**config.mk**
```make
export PLATFORM = sky130hd
export DESIGN_NAME = akf_mul
export DESIGN_NICKNAME = d
export VERILOG_FILES = /design/src/sv/akf_pkg.sv /design/src/sv/akf_mul.sv
export SDC_FILE = /design/constraint.sdc
export NUM_CORES = 1
export LEC_CHECK = 0
export BUFFER_PORTS_ARGS = -buffer_cell sky130_fd_sc_hd__buf_2
export CELL_PAD_IN_SITES_DETAIL_PLACEMENT = 0
export CELL_PAD_IN_SITES_GLOBAL_PLACEMENT = 1
export CORE_UTILIZATION = 48
export DETAILED_ROUTE_END_ITERATION = 10
export MAX_ROUTING_LAYER = met4
export PLACE_DENSITY_LB_ADDON = 0.12
export SYNTH_ARGS = -nofsm -noshare
export SYNTH_HDL_FRONTEND = slang
export SYNTH_SLANG_ARGS = --single-unit
```
**constraint.sdc**
```tcl
create_clock -name clk -period 13.95 [get_ports clk]
set_input_delay 2.79 -clock clk [delete_from_list [all_inputs] [get_ports clk]]
set_output_delay 2.79 -clock clk [all_outputs]
set_load 0.02 [all_outputs]
```
**src/sv/akf_pkg.sv**
```systemverilog
`timescale 1ns / 1ps
// Shared types, register indexes and saturation helpers for the angle Kalman filter.
// No dependencies; imported by every other file of the block.
package akf_pkg;

  // configuration register indexes
  localparam logic [1:0] REG_ANGLE_NOISE   = 2'd0;
  localparam logic [1:0] REG_BIAS_NOISE    = 2'd1;
  localparam logic [1:0] REG_MEASURE_NOISE = 2'd2;

  localparam logic [31:0] ANGLE_NOISE_RST   = 32'd16777;
  localparam logic [31:0] BIAS_NOISE_RST    = 32'd50332;
  localparam logic [31:0] MEASURE_NOISE_RST = 32'd503316;

  // product formats: sets bit count of the serial operand and the final shift
  typedef enum logic [1:0] {
    MK_DT,     // x * dt, Q0.20 scaling
    MK_NOISE,  // bias noise * dt, Q8.24 to Q16.32
    MK_Y,      // gain * innovation
    MK_COV     // gain * covariance
  } mul_kind_t;

  typedef struct packed {
    logic      start;
    mul_kind_t kind;
    logic      neg;
  } mul_req_t;

  function automatic logic [5:0] mul_bits(input mul_kind_t k);
    case (k)
      MK_DT:    return 6'd20;
      MK_NOISE: return 6'd20;
      MK_Y:     return 6'd33;
      MK_COV:   return 6'd48;
      default:  return 6'd48;
    endcase
  endfunction

  function automatic logic [31:0] sat32(input logic [63:0] x);
    if (x[63:31] == '0 || x[63:31] == '1) return x[31:0];
    else if (x[63]) return 32'h8000_0000;
    else return 32'h7FFF_FFFF;
  endfunction

  function automatic logic [47:0] sat48(input logic [63:0] x);
    if (x[63:47] == '0 || x[63:47] == '1) return x[47:0];
    else if (x[63]) return 48'h8000_0000_0000;
    else return 48'h7FFF_FFFF_FFFF;
  endfunction

  function automatic logic [63:0] mag64(input logic [63:0] x);
    return x[63] ? (64'd0 - x) : x;
  endfunction

  function automatic logic [63:0] sx48(input logic [47:0] x);
    return {{16{x[47]}}, x};
  endfunction

  function automatic logic [63:0] sx32(input logic [31:0] x);
    return {{32{x[31]}}, x};
  endfunction

  function automatic logic [63:0] sx33(input logic [32:0] x);
    return {{31{x[32]}}, x};
  endfunction

endpackage

```
**src/sv/akf_mul.sv**
```systemverilog
`timescale 1ns / 1ps
// Bit-serial shift-add multiplier: one bit of the B operand per cycle, then
// floor rounding at the product format and saturation to 62 bits. Uses akf_pkg.
module akf_mul import akf_pkg::*; (
  input  logic        clk,
  input  logic        rst,
  input  mul_req_t    req,
  input  logic [63:0] op_a,    // magnitude
  input  logic [47:0] op_b,    // magnitude
  output logic        done,
  output logic [63:0] result   // signed, 62-bit range
);

  logic        busy;
  logic        fin;
  logic [5:0]  cnt;
  logic [63:0] a;
  logic [47:0] b;
  logic        neg;
  mul_kind_t   kind;
  logic [127:0] acc;

  logic [64:0]  sum;
  logic [127:0] acc_next;
  logic [127:0] q;
  logic         sticky;
  logic         big;
  logic [63:0]  res_next;

  // one shift-add step
  always_comb begin
    sum      = {1'b0, acc[127:64]} + (b[0] ? {1'b0, a} : 65'd0);
    acc_next = {sum, acc[63:1]};
  end

  // product sits at offset 64-n; drop that plus the format shift
  always_comb begin
    case (kind)
      MK_DT: begin
        q      = acc >> 64;
        sticky = |acc[63:0];
      end
      MK_NOISE: begin
        q      = acc >> 56;
        sticky = |acc[55:0];
      end
      MK_Y: begin
        q      = acc >> 63;
        sticky = |acc[62:0];
      end
      default: begin
        q      = acc >> 48;
        sticky = |acc[47:0];
      end
    endcase
    big = |q[127:61];
    if (!neg) begin
      res_next = big ? 64'h1FFF_FFFF_FFFF_FFFF : {3'b000, q[60:0]};
    end else if (big || (&q[60:0] && sticky)) begin
      res_next = 64'hE000_0000_0000_0000;
    end else begin
      res_next = 64'd0 - ({3'b000, q[60:0]} + {63'd0, sticky});
    end
  end

  always_ff @(posedge clk) begin
    if (rst) begin
      busy <= 1'b0;
      fin  <= 1'b0;
      done <= 1'b0;
    end else begin
      done <= 1'b0;
      if (req.start && !busy && !fin) begin
        a    <= op_a;
        b    <= op_b;
        neg  <= req.neg;
        kind <= req.kind;
        acc  <= '0;
        cnt  <= mul_bits(req.kind);
        busy <= 1'b1;
      end else if (busy) begin
        acc <= acc_next;
        b   <= b >> 1;
        cnt <= cnt - 6'd1;
        if (cnt == 6'd1) begin
          busy <= 1'b0;
          fin  <= 1'b1;
        end
      end else if (fin) begin
        result <= res_next;
        done   <= 1'b1;
        fin    <= 1'b0;
      end
    end
  end

endmodule

```
Word-level counts from Yosys, hierarchy flattened:

Index checks and enable logic that the tools add are counted.
Widths: inputs -> output; s select.

* bits in writable memories: 0
* logic and storage cells: 63
* bits in read-only memories: 0
* input port bits: 118
* register bits after elaboration: 316
* memories: 0
* bits in latches: 0
* output and inout port bits: 65

* muxes and demuxes: 18
* order comparisons: 0
* shift-type cells: 0
* divide/modulo/power cells: 0
* $mul: 0
* equality and inequality tests: 7
* $add $sub $neg: 4
* bitwise gates (word level): 3
* reduce and logical (&&, ||, !) cells: 21

Operators with widths (count)
* $pmux 80 s3: 1
* $mux 64: 3
* $mux 128: 1
* $mux 48: 2
* $reduce_or 67->1: 1
* $add 64x64->65: 1
* $reduce_or 64->1: 1
* $reduce_or 63->1: 1
* $sub 1x62->63 const A: 1
* $add 61x1->62: 1
* $mux 61: 1
* $reduce_and 61->1: 1
* $reduce_or 56->1: 1
* $reduce_or 48->1: 1
* $pmux 6 s3: 1
* $mux 6: 2
* $eq 2x2->1 const B: 3
* $eq 6x1->1 const B: 1
* $mux 1: 6
* $reduce_and 2->1: 3
* $sub 6x1->6 const B: 1
* $eq 2x1->1 const B: 2
* $logic_not 2->1: 2
* $reduce_and 4->1: 1
* other kinds (9): 14

Depth between registers and ports, before layout:

* depth in word-level cells: 7
* mapped depth: 20
* depth with buffers taken out: 19

Least setup slack after synthesis:

Ideal clock, no wire load.

* kind: input to register
* from: input port req[3] (netlist name)
* to: register acc[0], enable pin
* stages on the path: 3
* path slack: 1194 ps
* setup time: 786 ps
* buffers on the path: 1
* data required time: 13164 ps
* arrival time: 11970 ps
* cell sequence: nand3_1 -> clkbuf_1 -> a21oi_1

* word-level cells in the longest chain between the ends: 4

RTL lines
* start: declaration: RTL line akf_mul.sv:7 `input mul_req_t req,`
* $logic_and 1x1->1 (2 in series): RTL line akf_mul.sv:73 `if (req.start && !busy && !fin) begin`
* $reduce_bool 2->1 (no source line)
* $reduce_and 2->1 (no source line)
* end signal: assignment: RTL line akf_mul.sv:82 `acc <= acc_next;`
* end: declaration: RTL line akf_mul.sv:21 `logic [127:0] acc;`

No other way between the ends.
A chain may end at the register's enable or synchronous reset.

Worst setup path after layout:

* from: register kind[1]
* to: register result[57], data pin

* word-level cells in the longest chain between the ends: 7
* elaborated cells between the ends (all ways): 14
* classes of those cells: add/sub: 2; eq/ne: 2; mux: 5; reduce/logical: 5

RTL lines
* start: declaration: RTL line akf_mul.sv:20 `mul_kind_t kind;`
* start signal: assignment: RTL line akf_mul.sv:77 `kind <= req.kind;`
* parallel branches: the longest is 6 deep, another holds $sub 1x62->63
* $mux 64 (*): RTL line akf_mul.sv:57 `if (!neg) begin`
* named net res_next[57]: RTL line akf_mul.sv:28 `logic [63:0] res_next;`
* end signal: assignment: RTL line akf_mul.sv:90 `result <= res_next;`
* end: declaration: RTL line akf_mul.sv:11 `output logic [63:0] result`

Mark *: on every way through the listed nets, which the timed path passes.

==> flow_summary.json <==
{
  "status": "complete, no violations",
  "critical_path.endpoint_type": "flop",
  "first_iter_violations": 1452,
  "floorplan.die.width_um": 216,
  "required_ns": 14.25,
  "busiest_layer": "met2",
  "route.detailed.drc": 0,
  "drv_slew": 0,
  "syn-instance-count": 2217,
  "cts.reportedPaths.clkPinSlew_ns": 0.07,
  "leakagePower_nw": 9.85,
  "floorplan.die_area_sq_mm": 0.0468,
  "syn2layout_area_growth_pct": 12.2,
  "synth-seq-area-share": 0.428,
  "cts.repair_timing.setup_buffer_count": 0,
  "drive_gt1_frac": 0.152,
  "fin_setup_tns_ns": 0,
  "cts_max_level": 2,
  "routabilityCongestion": 0.965,
  "synthDistinctLibCells": 86,
  "dominant_combinational_cell_family_by_area_after_synthesis": "simple AND/OR/NAND/NOR gates",
  "share_of_the_synthesized_netlist_area_taken_by_xor_and_xnor_gates": 0.0425,
  "clock_sink_count": 315,
  "worstSetupPathType": "flop to flop",
  "yosys-mux-area-fraction": 0.0643,
  "clock_insertion_delay_worst_skew_ns": 0.58,
  "groute.layer.met3.usage": 0.0375,
  "ys_top_cells_by_area": "sky130_fd_sc_hd__edfxtp_1 (42%), sky130_fd_sc_hd__ha_1 (9.0%), sky130_fd_sc_hd__mux4_2 (5.8%)",
  "top_level_ports": 183,
  "via_count": 17579,
  "ir_drop_mv": 0.0967,
  "most_frequent_cell_after_synthesis": "sky130_fd_sc_hd__edfxtp_1",
  "timing.final.crit_period_ns": 5.99,
  "finalHoldViolCount": 0,
  "synth-simple-area-share": 0.188,
  "synth-async-reset-ratio": 0,
  "num_rows": 78,
  "cts.repair.resized": 0,
  "worst_pin_slew_ns": 1.09,
  "syn_avg_cell_area_sq_um": 9.95,
  "flip_flop_and_latch_count_after_synthesis": 315,
  "grt_use_met1": 0.391,
  "startpoint_type": "flop",
  "max_freq_ghz": 0.167,
  "total_of_max_cap_violations": 0,
  "rsz0062_at_grt": "no",
  "number_of_synthesized_flops_with_an_enable_pin": 312,
  "timing.max_slew.rel_slack": 0.273,
  "final.setup_skew_ns": 0.0154,
  "postSynth.topFlopCell": "sky130_fd_sc_hd__edfxtp_1",
  "hp-class": "flop to flop",
  "final_critical_path_setup_slack_ns": 7.96,
  "preCtsSetupSlack_ns": 8.03,
  "final_net_count": 2631,
  "globalRouteTotalUtil": 0.278,
  "grt_remaining_overflow": 0,
  "grt_max_degree": 74,
  "cts_root_buf": "sky130_fd_sc_hd__clkbuf_16",
  "floorplan.die.height_um": 216,
  "post_cts_hold_buffer_count": 0,
  "yosysWarningCount": 0,
  "synth_top_cells_by_count": "sky130_fd_sc_hd__edfxtp_1 (312), sky130_fd_sc_hd__nand2_1 (251), sky130_fd_sc_hd__nor2_1 (173), sky130_fd_sc_hd__a21oi_1 (162), sky130_fd_sc_hd__ha_1 (158)",
  "cts_buffers": 38,
  "routedWlPerCell_um": 21.2,
  "antenna_cells_inserted": 0,
  "grtUsageMet2": 0.419,
  "initial_core_util": 0.486,
  "numPortBuffers": 182,
  "drt_pre_antenna_iters": 5,
  "area_fraction_in_compound_gates_after_synthesis": 0.149,
  "cts_buffer_depth": 3,
  "route.detailed.vias_per_inst": 5.89,
  "yosysTopAreaCell": "sky130_fd_sc_hd__edfxtp_1",
  "final-setup-viol-count": 0,
  "final_min_period_over_clock_period": 0.430,
  "core_region_area_sq_mm": 0.0454,
  "arrival_ns": 6.29,
  "first_pass_grt_wire_length_um": 97800,
  "hpwlAfterDp_um": 47800,
  "yosys.area_share.adder": 0.0906,
  "first_global_vias": 16931,
  "synthDominantCellAreaShare": 0.425,
  "detail_route.wirelength_um": 63300,
  "cp_max_fo": 58,
  "route.antenna.remaining_nets": 0,
  "grt_antenna_before_repair": 0,
  "pwr_density_cell_mw_per_mm2": 129,
  "postSynthNetCount": 2494,
  "synth_cell_area_sq_mm": 0.0221,
  "cts_tree": "built"
}
-- area by class of cell --
cell class / instances / area [sq um]
Clock buffer: 44 / 983
Sequential cell: 315 / 9430
Timing Repair Buffer: 197 / 1020
Fill cell: 4149 / 20600
Multi-Input combinational cell: 1684 / 11800
Tap cell: 600 / 751
Inverter: 118 / 443
Clock inverter: 25 / 294
-- sequential cells by signal (all words and copies together), names as in the netlist --
name    flops
a          64
cnt         6
done        1
neg         1
acc       128
result     63
b          48
busy        1
fin         1
kind        2
-- critical path: stages, from the launching register on --
cell,delay [ns]
sky130_fd_sc_hd__edfxtp_1,0.66
sky130_fd_sc_hd__buf_4,0.81
sky130_fd_sc_hd__o21ai_0,0.21
sky130_fd_sc_hd__nor3_1,0.20
sky130_fd_sc_hd__a21oi_1,0.07
sky130_fd_sc_hd__nor4_1,0.45
sky130_fd_sc_hd__ha_1,0.22
sky130_fd_sc_hd__ha_1,0.18
sky130_fd_sc_hd__inv_1,0.05
sky130_fd_sc_hd__ha_1,0.20
sky130_fd_sc_hd__o21bai_1,0.19
sky130_fd_sc_hd__a211oi_1,0.13
sky130_fd_sc_hd__o2111ai_1,0.46
sky130_fd_sc_hd__a22oi_1,0.21
sky130_fd_sc_hd__a31oi_1,0.33
sky130_fd_sc_hd__o21ai_1,0.18
sky130_fd_sc_hd__o221ai_1,0.49
sky130_fd_sc_hd__a21boi_1,0.21
sky130_fd_sc_hd__o41ai_1,0.29
sky130_fd_sc_hd__o22ai_1,0.13
-- per-layer routing --
metal  wire (um)  up-vias
met5           0        -
met1       29400     8469
li1            -     8407
met3        3620      108
met2       28500      595
met4        1830        0
-- report_power, final --
group / internal [mW] / leakage [nW] / switching [mW]
registers: 1.13 / 2.96 / 0.0647
clock network: 0.589 / 0.615 / 0.425
logic: 0.388 / 6.27 / 0.594
-- layout by cell type (no fill, tap or decap), drive strengths merged, types with 45 or more instances in the layout --
| cell | n |
|---|---|
| buf | 197 |
| a21o | 45 |
| xnor2 | 70 |
| ha | 158 |
| edfxtp | 312 |
| nor2b | 98 |
| nand2 | 252 |
| nor2 | 173 |
| o21ai | 105 |
| nor3 | 49 |
| a21oi | 163 |
| inv | 120 |
| and2 | 75 |
| mux4 | 57 |
-- cells by family after synthesis --
kind of cell / Yosys count
fa+ha+maj: 159
compound gates: 510
simple gates: 838
mux: 70
buf+inv: 218
xor+xnor: 107
flops: 315
-- per-stage QoR --
step	hold slack, ns	instances	power, mW	instance area [sq um]	util
after global placement	0.490	2914	2.18	23500	0.517
after global routing	0.540	2983	3.35	24700	0.545
after CTS	0.517	2983	3.20	24700	0.545
final	0.514	2983	3.19	24700	0.545
after floorplan	0.438	2217	1.92	22100	-
after detailed placement	0.503	2914	2.17	23500	0.517
-- worst paths after layout --
| kind | from | to | slack (ns) | depth (start not counted) |
|---|---|---|---|---|
| worst min register to register | b[19]$_DFFE_PP_ | b[18]$_DFFE_PP_ | 0.51 | 2 |
| worst min-delay path | b[19]$_DFFE_PP_ | b[18]$_DFFE_PP_ | 0.51 | 2 |
| worst max register to register | kind[1]$_DFFE_PP_ | result[57]$_DFFE_PP_ | 7.96 | 19 |
| worst max-delay path | kind[1]$_DFFE_PP_ | result[57]$_DFFE_PP_ | 7.96 | 19 |
Power figures use the tool's default switching activity.
