**src/sv/akf_pkg.sv**
```systemverilog
`timescale 1ns / 1ps
// Shared types, register indexes and saturation helpers for the angle Kalman filter.
// No dependencies; imported by every other file of the block.
package akf_pkg;

  // configuration register indexes
  localparam logic [1:0] REG_ANGLE_NOISE   = 2'd0;
  localparam logic [1:0] REG_BIAS_NOISE    = 2'd1;
  localparam logic [1:0] REG_MEASURE_NOISE = 2'd2;

  localparam logic [31:0] ANGLE_NOISE_RST   = 32'd16777;
  localparam logic [31:0] BIAS_NOISE_RST    = 32'd50332;
  localparam logic [31:0] MEASURE_NOISE_RST = 32'd503316;

  // product formats: sets bit count of the serial operand and the final shift
  typedef enum logic [1:0] {
    MK_DT,     // x * dt, Q0.20 scaling
    MK_NOISE,  // bias noise * dt, Q8.24 to Q16.32
    MK_Y,      // gain * innovation
    MK_COV     // gain * covariance
  } mul_kind_t;

  typedef struct packed {
    logic      start;
    mul_kind_t kind;
    logic      neg;
  } mul_req_t;

  function automatic logic [5:0] mul_bits(input mul_kind_t k);
    case (k)
      MK_DT:    return 6'd20;
      MK_NOISE: return 6'd20;
      MK_Y:     return 6'd33;
      MK_COV:   return 6'd48;
      default:  return 6'd48;
    endcase
  endfunction

  function automatic logic [31:0] sat32(input logic [63:0] x);
    if (x[63:31] == '0 || x[63:31] == '1) return x[31:0];
    else if (x[63]) return 32'h8000_0000;
    else return 32'h7FFF_FFFF;
  endfunction

  function automatic logic [47:0] sat48(input logic [63:0] x);
    if (x[63:47] == '0 || x[63:47] == '1) return x[47:0];
    else if (x[63]) return 48'h8000_0000_0000;
    else return 48'h7FFF_FFFF_FFFF;
  endfunction

  function automatic logic [63:0] mag64(input logic [63:0] x);
    return x[63] ? (64'd0 - x) : x;
  endfunction

  function automatic logic [63:0] sx48(input logic [47:0] x);
    return {{16{x[47]}}, x};
  endfunction

  function automatic logic [63:0] sx32(input logic [31:0] x);
    return {{32{x[31]}}, x};
  endfunction

  function automatic logic [63:0] sx33(input logic [32:0] x);
    return {{31{x[32]}}, x};
  endfunction

endpackage

```
**src/sv/akf_div.sv**
```systemverilog
`timescale 1ns / 1ps
// Restoring divider, one quotient bit per cycle: trunc(num * 2^32 / den),
// saturated to 48 bits signed, zero for a zero divisor. Uses akf_pkg.
module akf_div import akf_pkg::*; (
  input  logic        clk,
  input  logic        rst,
  input  logic        start,
  input  logic [63:0] num,     // signed, 48-bit range
  input  logic [63:0] den,     // signed, 49-bit range
  output logic        done,
  output logic [63:0] result   // signed, 48-bit range
);

  logic        busy;
  logic        fin;
  logic [6:0]  cnt;
  logic [79:0] dvd;
  logic [49:0] ud;
  logic [49:0] rem;
  logic        neg;

  logic [50:0] rem2;
  logic        ge;
  logic        big;
  logic [63:0] res_next;
  logic [63:0] num_mag;
  logic [63:0] den_mag;

  assign num_mag = mag64(num);
  assign den_mag = mag64(den);

  // one trial subtract
  always_comb begin
    rem2 = {rem, dvd[79]};
    ge   = rem2 >= {1'b0, ud};
  end

  always_comb begin
    big = |dvd[79:47];
    if (ud == '0) begin
      res_next = '0;
    end else if (!neg) begin
      res_next = big ? 64'h0000_7FFF_FFFF_FFFF : {17'd0, dvd[46:0]};
    end else begin
      res_next = big ? 64'hFFFF_8000_0000_0000 : 64'd0 - {17'd0, dvd[46:0]};
    end
  end

  always_ff @(posedge clk) begin
    if (rst) begin
      busy <= 1'b0;
      fin  <= 1'b0;
      done <= 1'b0;
    end else begin
      done <= 1'b0;
      if (start && !busy && !fin) begin
        dvd  <= {num_mag[47:0], 32'd0};
        ud   <= den_mag[49:0];
        rem  <= '0;
        neg  <= num[63] ^ den[63];
        cnt  <= 7'd80;
        busy <= 1'b1;
      end else if (busy) begin
        rem <= ge ? rem2[49:0] - ud : rem2[49:0];
        dvd <= {dvd[78:0], ge};
        cnt <= cnt - 7'd1;
        if (cnt == 7'd1) begin
          busy <= 1'b0;
          fin  <= 1'b1;
        end
      end else if (fin) begin
        result <= res_next;
        done   <= 1'b1;
        fin    <= 1'b0;
      end
    end
  end

endmodule

```
**config.mk**
```make
export PLATFORM = sky130hd
export DESIGN_NAME = akf_div
export DESIGN_NICKNAME = d
export VERILOG_FILES = /design/src/sv/akf_pkg.sv /design/src/sv/akf_div.sv
export SDC_FILE = /design/constraint.sdc
export NUM_CORES = 1
export LEC_CHECK = 0
export BUFFER_PORTS_ARGS = -buffer_cell sky130_fd_sc_hd__clkbuf_2
export CAP_MARGIN = 20
export CORE_ASPECT_RATIO = 0.6
export CORE_MARGIN = 2
export CORE_UTILIZATION = 40
export DETAILED_ROUTE_END_ITERATION = 10
export GPL_TIMING_DRIVEN = 0
export SLEW_MARGIN = 5
export SYNTH_ARGS = -nofsm -noshare
export SYNTH_HDL_FRONTEND = slang
export SYNTH_SLANG_ARGS = --single-unit
```
**constraint.sdc**
```tcl
create_clock -name clk -period 18.7 [get_ports clk]
set_clock_uncertainty 0.1 [all_clocks]
set_input_delay 2.805 -clock clk [delete_from_list [all_inputs] [get_ports clk]]
set_output_delay 2.805 -clock clk [all_outputs]
set_load 0.005 [all_outputs]
```
Word-level counts from Yosys, hierarchy flattened --
Index checks and enable logic that the tools add are counted.
Storage, ports and cells: logic and storage cells 50, output and inout port bits 65, bits in registers 255
Cells by class: add/sub/neg operators 5, reduce and logical (&&, ||, !) cells 12, bitwise logic cells 4, muxes and demuxes 16, eq/ne operators 2, magnitude comparators 1
Operator list (count):
- 80-bit two-way mux | 2
- 50-bit two-way mux | 3
- 64-bit two-way mux | 2
- 51-bit by 50-bit greater-or-equal comparator with 1-bit output | 1
- 50-bit logical NOT | 1
- 1-bit by 50-bit subtractor with 50-bit output (first input constant) | 1
- 50-bit subtractor | 1
- 48-bit two-way mux | 1
- 1-bit by 47-bit subtractor with 48-bit output (first input constant) | 1
- 1-bit by 48-bit subtractor with 48-bit output (first input constant) | 1
- 47-bit two-way mux | 1
- 33-bit OR reduction | 1
- 7-bit by 1-bit == test with 1-bit output (second input constant) | 1
- 7-bit two-way mux | 1
- 7-bit by 1-bit subtractor with 7-bit output (second input constant) | 1
- 1-bit two-way mux | 6
- 2-bit AND reduction | 3
- 4-bit AND reduction | 1
- 1-bit inverter | 3
- 3-bit OR reduction | 1
- 1-bit logical AND | 2
- 1-bit logical NOT | 2
- 2-bit by 1-bit inequality test with 1-bit output (second input constant) | 1
- 2-bit nonzero test | 1
- 1-bit XOR | 1

Logic depth before layout (Yosys ltp) --
Gate-level depths: netlist (run 1).
word-level depth 5, depth in mapped cells 15, gate-level depth less buffers 14

Worst setup path before layout (run 1) --
OpenSTA, ideal clock, no wires.
path kind input-to-reg, start point input start, end point register cnt[0], enable pin, stages on the path 4, arrival 8.943 ns, library setup time 0.635 ns, required time 17.965 ns, slack 9.023 ns, path through and2_1 -> clkbuf_1 -> nor2_1 -> nor2_1
On the way: cells in the longest elaborated chain, start to end 4
RTL lines:
- start: declaration | line akf_div.sv:7 | input logic start,
- 1-bit logical AND (2 in series) | line akf_div.sv:56 | if (start && !busy && !fin) begin
- 2-bit nonzero test (no line)
- 2-bit AND reduction (no line)
- end signal: assignment | line akf_div.sv:66 | cnt <= cnt - 7'd1;
- end: declaration | line akf_div.sv:16 | logic [6:0] cnt;
Every way passes these cells. A chain may end at the register's enable or synchronous reset.

Final worst setup path (run 1) --
start point input den[8], end point register ud[49] (data pin)
On the way: cells in the longest elaborated chain, start to end 2
RTL lines:
- start: declaration | line akf_div.sv:9 | input logic [63:0] den,
- 1-bit by 50-bit subtractor with 50-bit output | line akf_pkg.sv:52 | return x[63] ? (64'd0 - x) : x;
- 50-bit two-way mux | line akf_pkg.sv:52
- net den_mag[49] | line akf_div.sv:27 | logic [63:0] den_mag;
- end signal: assignment | line akf_div.sv:58 | ud <= den_mag[49:0];
- end: declaration | line akf_div.sv:18 | logic [49:0] ud;
The timed path passes the listed nets, and every way through them passes these cells.

==> qor.yml, run 1 <==
required_ps: 18900
grt_max_degree: 29
postSynthCellCount: 1628
cts_sinks: 239
clk_transition_reported_paths_ps: 60
io_pins: 196
final_util: 0.469
grt_usage: 0.221
antenna_found_initial: 0
die_area_mm2: 0.0409
p_int_mw: 1.07
port_buffers: 167
cts_max_level: 1
grt_setup_unrepaired: "false"
ir_drop_mv: 0.0581
gp_congestion: 0.925
finalWirelength_um: 45700
period_share: 0.330
drt-pass1-iter-count: 7
nets: 2023
ys_top_cells_by_count: "236 x edfxtp_1, 200 x nor2_1, 127 x nand2_1"
diodes: 0
overflow: 0
vias_per_cell: 5.60
synth_edf_count: 236
crit_path_start_kind: "primary input"
whs_ps: 410
cts_hold_buf: 0
cts.path.max_buffers: 3
route.vias.total: 13326
combPwrFrac: 0.232
syn-num-nets: 1815
post_drt_wl_per_cell_um: 19.2
cp-end-kind: "flop"
hp-class: "flop to flop"
design.core.area_mm2: 0.0389
route.detailed.drc: 0
cts_buffers: 26
dp_hpwl_um: 35500
ant_nets: 0
start_util: 0.403
drt_iter0_drc: 1471
synth_top_area_cell: "edfxtp_1"
power_mw: 1.54
worstMarginPinSlew_ps: 920
grt_pass1_vias: 12143
p_switching_uw: 470
seq_power_share: 0.437
ys_ff_latch: 239
maxCapViolCount: 0
final_layout_size_suffix_gt1_frac: 0.141
row_count: 56
hold_viol_final: 0
crit_buf_inv: 1
clock_latency_ps: 550
timing.fmax_ghz: 0.162
max_slew_margin: 0.387
synth_most_common_cell: "edfxtp_1"
fin_setup_tns_ps: 0
leakage_nw: 7.02
p_clk_frac: 0.331
status: "completed"
ys_seq_area_frac: 0.456
syn_avg_cell_area_um2: 9.63
cts-root-buf: "clkbuf_16"
slowest_stage: "or4_1"
die_y_um: 157
cts_resized: 0
synth_area_leaders: "edfxtp_1 45%, xnor2_1 5.6%, nor2_1 4.8%"
crit_family: "simple AND/OR/NAND/NOR gates"
async_flop_share: 0
yosys_warnings: 0
post_cts_buffers: 0
switching_share: 0.306
dpl_cell_area_mm2: 0.0174
die_width_um: 260
crit_path_frequent_cell: "or4_1"
fin_area_mm2: 0.0182
arrival_ps: 6370
cts_tree: "built"
slowest_delay_ps: 520
layout_min_cycle_time_ps: 6170
synth_cell_types: 60
finalSetupViolCount: 0
drv_slew: 0
area_delta_synth_final_pct: 16.3
synth_area_mm2: 0.0157
fill_cells: 3707
criticalPathCategory: "primary input to flop"
synth_top_area_frac: 0.452
crit_fanout: 4
synthFlopType: "edfxtp_1"
crit_path_cell_trace: "clkbuf_2 > nor4_1 > nand2b_1 > or3_1 > or4_1 > nor4_2 > nand3_1 > or2_2 > or4_1 > o31ai_1 > xnor2_1"
grt_pass1_wl_um: 70500
power.density_mw_per_mm2: 84.3
## routing by layer
metal	GRT usage	vias to the layer above	part of all wire	wire length (um)
met3	0.0498	51	0.089	4060
li1	-	6330	-	-
met2	0.283	494	0.38	17100
met5	0	-	0	0
met1	0.368	6451	0.52	23800
met4	0.0361	0	0.014	622
## kinds of logic (layout without fill, tap and decap cells)
| logic type | count (synthesis) | in the layout | synth area share |
|---|---|---|---|
| simple gates | 574 | 574 | 0.181 |
| mux | 40 | 40 | 0.0256 |
| flops | 239 | 239 | 0.456 |
| compound gates | 376 | 376 | 0.152 |
| fa+ha+maj | 56 | 56 | 0.0452 |
| buf+inv | 175 | 403 | 0.0462 |
| xor+xnor | 168 | 168 | 0.0938 |
## state kept, by name (all words and copies together) (netlist names)
signal and flops:
done 1, rem 50, busy 1, dvd 80
fin 1, ud 50, cnt 7, neg 1
result 48
## final cells by class
type | instances | area (um2) | area share
plain buffers | 103 | 454 | 0.0249
clock inverters | 17 | 153 | 0.00837
clock buffers | 31 | 669 | 0.0367
well taps | 522 | 653 | 0.0358
multi-input cells | 1214 | 7840 | 0.430
flip-flops and latches | 239 | 7150 | 0.392
repair buffers | 180 | 1060 | 0.0579
inverters | 72 | 270 | 0.0148
## tightest hold or removal path: cells and delay by family, from the launching register on
family | cells | cell delay [ps]
and+or+nand+nor | 1 | 60
DFF | 1 | 310
buffers and inverters | 1 | 90
## power groups by stage
stage,combinational [mW],clock [mW],sequential [mW]
after floorplan,0.247,0,0.674
after global placement,0.335,0,0.688
after detailed placement,0.350,0,0.682
after CTS,0.352,0.519,0.671
after global routing,0.396,0.538,0.676
final,0.356,0.509,0.672
## stage by stage
stage / cells / setup WS, ps
2_1_floorplan: 1628 / 9020
4_1_cts: 2378 / 12560
3_5_place_dp: 2330 / 11990
3_3_place_gp: 2317 / 5350
5_1_grt: 2378 / 12300
6_report: 2378 / 12530
## cells in the final DEF, fill, tap and decap left out, types with 5 or more instances in the layout
cell type	netlist	layout
a211oi_1	15	15
and2_1	33	33
nor3b_1	19	19
o21bai_1	6	6
nor2_1	200	198
xor2_1	67	67
nor4_1	31	30
ha_1	55	55
buf_16	0	5
nand2_1	127	127
or3_1	24	24
o211ai_1	6	6
o41ai_1	13	13
clkbuf_2	0	167
clkbuf_1	77	82
o21a_1	7	7
o31ai_1	39	39
mux2i_1	39	39
nand3_1	20	20
and3_1	9	9
or4_1	21	21
nor2b_1	6	6
nor3_1	21	20
buf_1	9	9
o21ai_0	115	115
clkinvlp_4	0	5
a21oi_1	78	78
o21ai_1	11	11
o22a_1	24	24
nand2b_1	14	14
a31oi_1	16	16
a21o_1	26	26
inv_1	72	72
clkbuf_16	0	26
edfxtp_1	236	236
buf_4	16	21
clkinv_1	0	5
or2_2	7	7
nand4_1	22	22
xnor2_1	101	101
## worst paths after layout
| check | start | to | slack (ps) | cells past startpoint |
|---|---|---|---|---|
| worst max register to register | ud[31]$_DFFE_PP_ | rem[25]$_SDFFCE_PP0P_ | 13790 | 14 |
| worst min-delay path | fin$_SDFFE_PP0P_ | done$_SDFF_PP0_ | 410 | 2 |
| worst min register to register | fin$_SDFFE_PP0P_ | done$_SDFF_PP0_ | 410 | 2 |
| worst max-delay path | den[8] | ud[49]$_DFFE_PP_ | 12530 | 11 |
Note: power is estimated with default switching activity, not from simulation.
==> inputs of run 2 (changes only) <==
- ABC_AREA: default -> 1
- clock period: 18.7 -> 5.56 ns (I/O delays scaled with it)
==> run 2 against run 1 <==
Effect of this change:
- critical path depth up 4
- cell count up 53%
- sequential power rose to 3.4 times the previous value
- sequential share of layout area down 6.1 points
- via count up 46%
- die area up 20%
- final area up 19%
- synthesized cell count up 71%
- first-iteration DRC count up 70%
- power rose to 3.7 times the previous value
- area after synthesis up 21%
- flip-flop and latch count unchanged
- critical path type is now flop to flop
- critical endpoint is now rem[42]$_SDFFCE_PP0P_
- highest routed layer unchanged
==> qor.yml, run 2 <==
status: "completed"
postSynthCellCount: 2782  # +71%
synth_cell_types: 43  # -28%
multi_input_area_mm2: 0.00968  # +24%
row_count: 61  # +8.9%
synth_top_area_frac: 0.374  # -0.0778
worstMarginPinSlew_ps: 1030  # +114 ps
synth_compound_area_frac: 0.0735  # -0.0786
io_pins: 196  # unchanged
synthAdderAreaFrac: 0.0374  # -0.00778
ant_nets: 0  # unchanged
maxCapViolCount: 0  # unchanged
synth-simple-area-share: 0.347  # +0.166
finalSetupViolCount: 0  # unchanged
rr_endpoint: "rem[42]$_SDFFCE_PP0P_"
fill_cells: 4896  # +32%
largest_reg_flops: 80  # unchanged
yosys_warnings: 0  # unchanged
yosys-mux-area-fraction: 0  # -0.0256
holdPathStages: 1  # -1
area_delta_synth_final_pct: 14.1
ys_top_cells_by_count: "768 x nand2_1, 450 x inv_1, 436 x nor2_1"
hold_start: "den[0]"
pre_cts_ws_ps: 2100  # -9890 ps
grt_pass1_vias: 17242  # +42%
criticalPathCategory: "flop to flop"
synthFlopType: "edfxtp_1"
cts_resized: 0  # unchanged
grt_max_degree: 30  # +3.4%
post_drt_wl_per_cell_um: 20.2  # +5.0%
regArea_mm2: 0.00715  # unchanged
overflow: 0  # unchanged
cp-end-kind: "flop"
synth_area_leaders: "edfxtp_1 37%, nand2_1 15%, inv_1 8.9%"
die_width_um: 285  # +9.8%
synth_area_mm2: 0.0189  # +21%
cts.path.max_buffers: 3  # unchanged
required_ps: 5770  # -13130 ps
synth_xor_area_frac: 0.0518  # -0.0420
cts_buffers: 25  # -3.8%
layout_min_cycle_time_ps: 3570
synth_edf_count: 236  # unchanged
vias_per_cell: 5.35  # -4.6%
antenna_found_initial: 5  # +5
dp_hpwl_um: 60700  # +71%
die_y_um: 173  # +9.7%
slowest_delay_ps: 440  # -80 ps
synth_most_common_cell: "nand2_1"
drv_slew: 0  # unchanged
drt_iter0_drc: 2508  # +70%
fin_setup_tns_ps: 0  # unchanged
hp-class: "primary input to flop"
route.detailed.drc: 0  # unchanged
grt_pass1_wl_um: 109000  # +55%
finalWirelength_um: 73300  # +61%
clk_transition_reported_paths_ps: 70  # about the same
arrival_ps: 3780  # -2590 ps
cts_max_level: 1  # unchanged
post_cts_buffers: 0  # unchanged
leakage_nw: 10.1  # +44%
nets: 3173  # +57%
cts_hold_buf: 0  # unchanged
crit_fanout: 10  # +6
ff2ff_setup_slack_ps: 1990  # -11800 ps
holdPathEnd: "ud[0]$_DFFE_PP_"
synth_top_area_cell: "edfxtp_1"
whs_ps: 382  # -27.6 ps
route.vias.total: 19437  # +46%
start_util: 0.407  # +0.00361
grt_usage: 0.292  # +0.0709
period_share: 0.642
cts_sinks: 239  # unchanged
hold_viol_final: 0  # unchanged
port_buffers: 166  # -0.60%
slowest_stage: "ha_1"
ir_drop_mv: 0.218  # +280%
timing.fmax_ghz: 0.280
top_regs: "dvd (80), rem (50), ud (50)"
max_slew_margin: 0.311  # -0.0757
async_flop_share: 0  # unchanged
die_area_mm2: 0.0492  # +20%
crit_path_start_kind: "flop"
top_register: "dvd"
worstRegToRegCells: 15  # +1
final_cell_mix: "768 x nand2_1, 450 x inv_1, 435 x nor2_1"
power.density_mw_per_mm2: 266  # +220%
ys_seq_area_frac: 0.377  # -0.0785
finalWorstSetupSlack_ps: 1990  # -10540 ps
syn-num-nets: 2969  # +64%
grt_setup_unrepaired: "false"
power_mw: 5.76  # +270%
gp_congestion: 0.988  # +6.8%
crit_path_cell_trace: "inv_1 > ha_1 > nand2_1 > nor2_1 > nand2_1 > nor2_2 > nand3_1 > nand3_1 > nor2_1 > nand2_2 > buf_6 > buf_6 > nand3_1 > nand2_1 > inv_1"
final_common_cell: "nand2_1"
cts_tree: "built"
synth_top_family_by_area: "simple AND/OR/NAND/NOR gates"
r2r-start: "ud[27]$_DFFE_PP_"
cts-root-buf: "clkbuf_16"
design.core.area_mm2: 0.0466  # +20%
syn_avg_cell_area_um2: 6.81  # -29%
clock_latency_ps: 560  # about the same
ys_ff_latch: 239  # unchanged
drt-pass1-iter-count: 6  # -1
final_layout_size_suffix_gt1_frac: 0.0962  # -0.0450
==> run 2: changes by cell type after synthesis, moves of 38 or more <==
cell	before	now
nand4_1	22	74
inv_1	72	450
clkbuf_1	77	39
nand2_1	127	768
nor2_1	200	436
nand3_1	20	191
mux2i_1	39	0
xnor2_1	101	19
==> run 2: power breakdown <==
| part | total (mW) | switching, mW | internal, mW |
|---|---|---|---|
| combinational | 1.69 | 1.18 | 0.509 |
| clock | 1.79 | 0.766 | 1.02 |
| sequential | 2.28 | 0.0992 | 2.18 |
| total | 5.76 | 2.05 | 3.71 |
==> run 2: logic make-up after synthesis <==
group                    count (synthesis)
AND/OR/NAND/NOR                       1574
flip-flops                             239
adder cells (fa/ha/maj)                 56
buffers and inverters                  536
AO/OA/AOI/OAI                          265
XOR/XNOR                               112
==> run 2: metal layers <==
layer,GRT usage,up-vias,wire length [um]
li1,-,9305,-
met1,0.495,9100,37300
met2,0.357,982,25700
met3,0.0819,50,9470
met4,0.0347,0,788
met5,0,-,0
==> run 2: cell type report <==
type	instances	share of cell area
clock inverters	18	0.0101
diodes	1	0.000116
clock buffers	27	0.0293
flip-flops and latches	239	0.331
inverters	455	0.0790
well taps	630	0.0365
multi-input cells	2007	0.448
plain buffers	81	0.0200
repair buffers	177	0.0468
==> run 2: critical path, delay by kind of cell (launching register included) <==
kind / cells / cell delay (ps)
flops: 1 / 360
buf+inv: 4 / 660
simple gates: 10 / 1740
fa+ha+maj: 1 / 440
==> run 2: worst max path at each step <==
stage	start	endpoint	slack, ps	cells past startpoint
floorplan	start	cnt[0]$_SDFFCE_PP0P_	110	4
global placement	start	rem[17]$_SDFFCE_PP0P_	-2350	5
detailed placement	start	rem[17]$_SDFFCE_PP0P_	2100	7
CTS	ud[27]$_DFFE_PP_	rem[42]$_SDFFCE_PP0P_	2190	15
global route	ud[27]$_DFFE_PP_	rem[42]$_SDFFCE_PP0P_	1920	15
finish	ud[27]$_DFFE_PP_	rem[42]$_SDFFCE_PP0P_	1990	15
==> run 2: through the flow <==
stage           util  std cells  instance area (um2)
2_1_floorplan      -       2782                18900
3_3_place_gp   0.442       3578                20600
3_5_place_dp   0.446       3588                20800
4_1_cts        0.464       3633                21600
5_1_grt        0.464       3635                21600
6_report       0.464       3635                21600
==> inputs of run 3 (changes only) <==
- clock period: 5.56 -> 3 ns (I/O delays scaled with it)
==> run 3 against run 2 <==
Effect of this change:
- the flow now finishes with violations (negative setup slack)
- register-to-register slack worse by 2000 ps
- non-clock buffer count up 6
- sequential power up 86%
- first-iteration DRC count down 4.3%
- sequential share of layout area down 1.1 points
- routed wire length up 5.2%
- clock-buffer cell count up 3
- core utilization up 1.6 points
- flip-flop and latch count unchanged
- highest routed layer is now met5
==> qor.yml, run 3 (synthesis gave the netlist of run 2 again) <==
timing.fmax_ghz: 0.332  # +18%
power_mw: 11.3  # +97%
slowest_stage: "edfxtp_1"
grt_pass1_wl_um: 113000  # +3.7%
grt_max_degree: 34  # +13%
worstMarginPinSlew_ps: 893  # -140 ps
slowest_delay_ps: 390  # -50 ps
cts_sinks: 239  # unchanged
top_regs: "dvd (80), rem (50), ud (50)"
crit_fanout: 10  # unchanged
area_delta_synth_final_pct: 18.1
max_slew_margin: 0.404  # +0.0931
drt_iter0_drc: 2401  # -4.3%
final_common_cell: "nand2_1"
hold_viol_final: 0  # unchanged
cts_buffers: 27  # +8.0%
finalWorstSetupSlack_ps: -15.5  # -2010 ps
maxCapViolCount: 0  # unchanged
start_util: 0.407  # unchanged
drv_slew: 0  # unchanged
leakage_nw: 10.2  # +1.3%
finalWirelength_um: 77100  # +5.2%
route.detailed.drc: 0  # unchanged
period_share: 1.01  # +0.363
cts.path.max_buffers: 3  # unchanged
layout.cells.non_filler: 3644  # +0.25%
route.vias.total: 19517  # +0.41%
die_area_mm2: 0.0492  # unchanged
gp_congestion: 0.978  # -1.1%
overflow: 0  # unchanged
status: "complete, but fails checks"
power.density_mw_per_mm2: 507  # +90%
ant_nets: 0  # unchanged
cts_tree: "built"
vias_per_cell: 5.36  # +0.16%
top_register: "dvd"
dp_hpwl_um: 62900  # +3.6%
port_buffers: 166  # unchanged
antenna_found_initial: 3  # -2
crit_path_start_kind: "flop"
cp-end-kind: "flop"
design.core.area_mm2: 0.0466  # unchanged
grt_pass1_vias: 17722  # +2.8%
final_layout_size_suffix_gt1_frac: 0.123  # +0.0273
pre_cts_ws_ps: -408  # -2510 ps
cts-root-buf: "clkbuf_16"
arrival_ps: 3260  # -520 ps
criticalPathCategory: "flop to flop"
nets: 3181  # +0.25%
violations: "negative setup slack"
hp-class: "primary input to flop"
grt_usage: 0.306  # +0.0139
die_width_um: 285  # unchanged
post_drt_wl_per_cell_um: 21.2  # +5.0%
crit_path_cell_trace: "nor2_1 > nand2_1 > nor3_1 > nand4_1 > nor2_4 > buf_2 > buf_2 > nand4_1 > a21oi_2"
drt-pass1-iter-count: 7  # +1
finalSetupViolCount: 1  # +1
layout_min_cycle_time_ps: 3020  # -554 ps
clock_latency_ps: 590  # +30 ps
placedCellCount: 3588  # unchanged
required_ps: 3250  # -2520 ps
clk_transition_reported_paths_ps: 60  # about the same
io_pins: 196  # unchanged
final_cell_mix: "756 x nand2_1, 438 x inv_1, 425 x nor2_1"
cts_max_level: 1  # unchanged
largest_reg_flops: 80  # unchanged
row_count: 61  # unchanged
ir_drop_mv: 0.441  # +100%
die_y_um: 173  # unchanged
grt_setup_unrepaired: "true"
-- run 3: timing repair --
item,CTS,global route
setup endpoints to repair,60,64
endpoints found under the hold margin,1,0
hold buffers,1,0
gates resized for setup,39,77
setup buffers,1,5
pin swaps,1,4
-- run 3: layer usage --
layer  track usage  wire length (um)  up-vias
li1              -                 -     9342
met1         0.506             39600     9144
met2         0.373             27100      949
met3         0.101              9250       80
met4        0.0493              1160        2
met5             0                10        -
-- run 3: where the power goes --
| group | switching, mW | internal, mW | total [mW] |
|---|---|---|---|
| sequential | 0.205 | 4.04 | 4.25 |
| clock | 1.50 | 2.18 | 3.68 |
| combinational | 2.31 | 1.09 | 3.40 |
-- run 3: final timing paths --
kind,slack (ps),from,cells past startpoint,to
setup / recovery,-20,dvd[66]$_DFFE_PP_,9,result[18]$_SDFFCE_PP0P_
hold / removal,80,den[38],3,ud[38]$_DFFE_PP_
setup reg to reg,-20,dvd[66]$_DFFE_PP_,9,result[18]$_SDFFCE_PP0P_
hold reg to reg,430,busy$_SDFF_PP0_,2,busy$_SDFF_PP0_
-- run 3: critical path, delay by kind of cell, from the launching register on --
kind                   cells  cell delay (ps)
AND/OR/NAND/NOR            6             1310
buffers and inverters      2              610
flip-flops                 1              390
AO/OA/AOI/OAI              1              380
-- run 3: cell type report --
type	instances	area, um2
clock inverters	18	265
fillers	4845	24200
inverters	455	1720
plain buffers	81	480
clock buffers	30	687
flip-flops and latches	239	7150
multi-input cells	2007	10200
well taps	630	788
repair buffers	183	1090
diodes	1	2.50
-- run 3: metrics by stage --
step                      utilization  instance area [um2]  hold slack [ps]  setup TNS [ps]
after floorplan                     -                19000              363          -76980
after global placement          0.443                20600              392         -359090
after detailed placement        0.447                20800              426           -5360
after CTS                       0.472                22000             56.2           -3.18
after global routing            0.480                22400             84.0           -26.2
final                           0.480                22400             83.8           -15.5
